### src/rtl/cmc_pkg.sv
`timescale 1ns / 1ps

package cmc_pkg;

    // defaults for the top level parameters
    localparam int DEF_BLOCK_INDEX_BITS = 16;
    localparam int DEF_COUNT_WIDTH      = 32;

    // fixed field widths
    localparam int OPCODE_W    = 4;
    localparam int ADDR_W      = 32;
    localparam int CLASS_W     = 2;
    localparam int OUT_COUNT_W = 32;
    localparam int STATUS_W    = 2;
    localparam int BSL_W       = 4;
    localparam int CFG_DATA_W  = 4;
    localparam int IN_TDATA_W  = 40;
    localparam int OUT_TDATA_W = 40;

    localparam int NUM_COUNTERS = 24;
    localparam int CNT_IDX_W    = 5;

    // opcodes
    localparam logic [OPCODE_W-1:0] OP_FETCH      = 4'd0;
    localparam logic [OPCODE_W-1:0] OP_UPGRADE    = 4'd3;
    localparam logic [OPCODE_W-1:0] OP_EVICT_LAST = 4'd6;
    localparam logic [OPCODE_W-1:0] OP_RETURN     = 4'd7;
    localparam logic [OPCODE_W-1:0] OP_DOWNGRADE  = 4'd9;

    // miss classes
    localparam logic [CLASS_W-1:0] CLS_NONE  = 2'd0;
    localparam logic [CLASS_W-1:0] CLS_COLD  = 2'd1;
    localparam logic [CLASS_W-1:0] CLS_COH   = 2'd2;
    localparam logic [CLASS_W-1:0] CLS_REPL  = 2'd3;

    // status codes
    localparam logic [STATUS_W-1:0] ST_OK     = 2'd0;
    localparam logic [STATUS_W-1:0] ST_BAD_OP = 2'd1;
    localparam logic [STATUS_W-1:0] ST_RANGE  = 2'd2;

    // configuration register indexes
    localparam logic CFG_ENABLE     = 1'b0;
    localparam logic CFG_BLOCK_SIZE = 1'b1;

    // block mark bits
    localparam logic [1:0] MARK_SEEN   = 2'b01;
    localparam logic [1:0] MARK_PROBED = 2'b10;

    // controller to datapath
    typedef struct packed {
        logic clear_step;
        logic capture;
        logic lookup;
        logic update;
    } cmc_cmd_t;

    // datapath to controller
    typedef struct packed {
        logic clear_last;
        logic out_free;
    } cmc_stat_t;

endpackage

### src/rtl/cmc_ctrl.sv
`timescale 1ns / 1ps

module cmc_ctrl
    import cmc_pkg::*;
(
    input  logic      clk,
    input  logic      rst_n,
    input  logic      s_tvalid,
    output logic      s_tready,
    input  cmc_stat_t stat,
    output cmc_cmd_t  cmd
);

    localparam logic [1:0] S_CLEAR  = 2'd0;
    localparam logic [1:0] S_IDLE   = 2'd1;
    localparam logic [1:0] S_LOOKUP = 2'd2;
    localparam logic [1:0] S_UPDATE = 2'd3;

    logic [1:0] state_reg;
    logic [1:0] state_next;

    always_ff @(posedge clk or negedge rst_n)
    begin
        if (!rst_n)
        begin
            state_reg <= S_CLEAR;
        end
        else
        begin
            state_reg <= state_next;
        end
    end

    always_comb
    begin
        state_next     = state_reg;
        cmd.clear_step = 1'b0;
        cmd.capture    = 1'b0;
        cmd.lookup     = 1'b0;
        cmd.update     = 1'b0;
        s_tready       = 1'b0;
        case (state_reg)
            S_CLEAR:
            begin
                cmd.clear_step = 1'b1;
                if (stat.clear_last)
                begin
                    state_next = S_IDLE;
                end
            end
            S_IDLE:
            begin
                s_tready    = 1'b1;
                cmd.capture = s_tvalid;
                if (s_tvalid)
                begin
                    state_next = S_LOOKUP;
                end
            end
            S_LOOKUP:
            begin
                cmd.lookup = 1'b1;
                state_next = S_UPDATE;
            end
            S_UPDATE:
            begin
                // wait for room in the output register
                if (stat.out_free)
                begin
                    cmd.update = 1'b1;
                    state_next = S_IDLE;
                end
            end
            default:
            begin
                state_next = S_IDLE;
            end
        endcase
    end

endmodule

### config.mk
export PLATFORM = sky130hd
export DESIGN_NAME = cmc_ctrl
export DESIGN_NICKNAME = d
export VERILOG_FILES = /design/src/rtl/cmc_pkg.sv /design/src/rtl/cmc_ctrl.sv
export SDC_FILE = /design/constraint.sdc
export NUM_CORES = 1
export LEC_CHECK = 0
export BUFFER_PORTS_ARGS = -buffer_cell sky130_fd_sc_hd__buf_2
export CORE_AREA = 2 2 39 41
export DETAILED_ROUTE_END_ITERATION = 16
export DIE_AREA = 0 0 41 43
export GPL_TIMING_DRIVEN = 0
export SYNTH_ARGS = -nofsm -noshare
export SYNTH_HDL_FRONTEND = slang
export SYNTH_SLANG_ARGS = --single-unit
export TNS_END_PERCENT = 1
### constraint.sdc
create_clock -name clk -period 1.82 [get_ports clk]
set_clock_uncertainty 0.15 [all_clocks]
set_input_delay 0.091 -clock clk [delete_from_list [all_inputs] [get_ports clk]]
set_output_delay 0.091 -clock clk [all_outputs]
set_load 0.01 [all_outputs]
==> reports/results.ini <==
[synthesis]
synth_cell_types=9
yosysSeqAreaShare_pct=28.2
avgSynthCellArea_um2=10.5
synth_area_um2=178
synth_fp_nets=27
synth_cells=17
ys.warnings.count=0
synth_seq_cells=2

[pwr]
p_comb_share_pct=55.6
p_per_area_nw_per_um2=1510
seqPwrFrac_pct=21.5
vdd_drop_max_mv=0.509
p_int_uw=272
p_sw_share_pct=37.8
p_switching_uw=166
finalPower_uw=438
pwr-share-clk_pct=22.9
power_leakage_uw=0.000170

[cts]
clk_latency_ns=0.22
cts_sinks=2
root_buffer=clkbuf_4
ctsHtreeMaxLevel=1
clock_path_buffers=2
cts_tree=done
cts_buffers=3
clk_pin_slew_ns=0.03

[floorplan]
rows=14
die_y_um=43
fp.dieArea_um2=1760
start_util_pct=12.8
die_width_um=41
io_pins=10
core_um2=1380

[cells_and_area]
layout-drive-gt1-share_pct=53.1
final_cell_mix=buf_2 (9), ha_1 (5), inv_1 (3), clkbuf_4 (3)
insertedDiodeCount=0
nets=44
largest_register_ff_count=2
syn2layout_area_growth_pct=63.4
fill_cells=158
final_common_cell=buf_2

[global_routing]
grtUsageTotal_pct=4.72
first_global_vias=134
antenna_found_initial=0
grt_pass1_wl_um=462
grt_overflow=0
grt_max_degree=5

[routing]
drc=0
antenna_left=0
wl_per_cell_um=6.88
vias=155
wirelength_um=330
dr.first_iter.drc_count=4
vias_per_cell=3.23
dr.pass1.iters=4

[setup_path]
cp_cell_sequence=inv_2, ha_1, a222oi_1, buf_4, mux2_1
slowest_delay_ns=0.40
cp.arrival_ns=1.70
cp.required_ns=1.77
path_buf_inv=2
critPathMaxFanout=4
critPathTopFamily=flip-flops
startpoint_type=register
critPathKind=register to register
critical_path.endpoint_type=register
slowest_stage=dfrtp_1

[timing]
finalHoldViolCount=0
setup_viol=0
fin_crit_ns=1.74
setup_slack_ns=0.0775
finalSetupTns_ns=0
fmax_ghz=0.574
min_period_over_period_pct=95.7
relSlewSlack_pct=82.1
worstMarginPinSlew_ns=0.268
drv_slew=0
rsz0062_at_grt=false

[run]
maxCapViolations=0

[placement]
hpwl_um=253
gp_congestion=0.592
io_buffers=9
pre_cts_slack_ns=0.00260

[hold_path]
hold_path_class=primary input to async pin

[status]
outcome=complete, no violations

## synthesized netlist by cell type
master	count	area share, %
a222oi_1	1	5.6
and2_1	1	3.5
and2_2	1	4.2
clkinvlp_2	1	2.8
dfrtp_1	2	28
ha_1	5	35
inv_1	4	8.4
mux2_1	1	6.3
mux2i_1	1	5.6
## cell type report
type / instances / area [um2] / area share, %
timing repair buffer: 12 / 70.1 / 24.1
clock buffer: 3 / 22.5 / 7.76
tap: 16 / 20.0 / 6.90
multi-input combinational: 10 / 108 / 37.1
inverter: 5 / 20.0 / 6.90
sequential: 2 / 50.0 / 17.2
## routing by layer
| layer | GRT usage [%] | vias to the layer above | part of all wire [%] | wire length [um] |
|---|---|---|---|---|
| met2 | 4.69 | 9 | 36 | 119 |
| met3 | 4.71 | 0 | 13 | 42 |
| met5 | 0 | - | 0 | 0 |
| met4 | 6.00 | 0 | 0 | 0 |
| li1 | - | 83 | - | - |
| met1 | 4.50 | 63 | 51 | 168 |
## power by group through the flow
| stage | Combinational, uW | Sequential (uW) | Clock (uW) |
|---|---|---|---|
| CTS | 214 | 93.4 | 106 |
| finish | 244 | 94.2 | 100 |
| global route | 281 | 98.4 | 116 |
| global placement | 212 | 93.0 | 0 |
| floorplan | 154 | 87.4 | 0 |
| detailed placement | 213 | 93.9 | 0 |
## per-stage QoR
step | instances | area (um2) | hold slack [ns] | utilization, %
floorplan | 17 | 178 | -0.355 | -
global placement | 42 | 243 | -0.271 | 17.5
detailed placement | 42 | 243 | -0.271 | 17.5
CTS | 46 | 275 | 0.0185 | 19.9
global route | 48 | 290 | 0.0288 | 21.0
finish | 48 | 290 | 0.0266 | 21.0
## kinds of logic (layout without fill, tap and decap cells)
| kind of cell | after synthesis | count (layout) | synth area share, % |
|---|---|---|---|
| muxes | 2 | 2 | 12.0 |
| DFF | 2 | 2 | 28.2 |
| buffers and inverters | 5 | 20 | 11.3 |
| and+or+nand+nor | 2 | 2 | 7.75 |
| adders and majority gates | 5 | 5 | 35.2 |
| AOI/OAI and AO/OA | 1 | 1 | 5.63 |
## worst paths after layout
kind	startpoint	endpoint	slack, ns	cells past startpoint
min in group clk	stat[1]	state_reg[0]	0.23	5
max in group asynchronous	rst_n	state_reg[0]	1.40	2
min reg2reg	state_reg[1]	state_reg[1]	0.41	1
max	state_reg[0]	state_reg[1]	0.08	5
min	rst_n	state_reg[1]	0.03	2
max reg2reg	state_reg[0]	state_reg[1]	0.08	5
## timing repair
item,in CTS,in global routing
pin swaps,1,1
hold endpoints to repair,2,0
endpoints found under the setup margin,1,1
hold buffers,1,0
resized for setup,0,1
buffers inserted,0,2
gates cloned,0,0
Power figures use the tool's default switching activity.
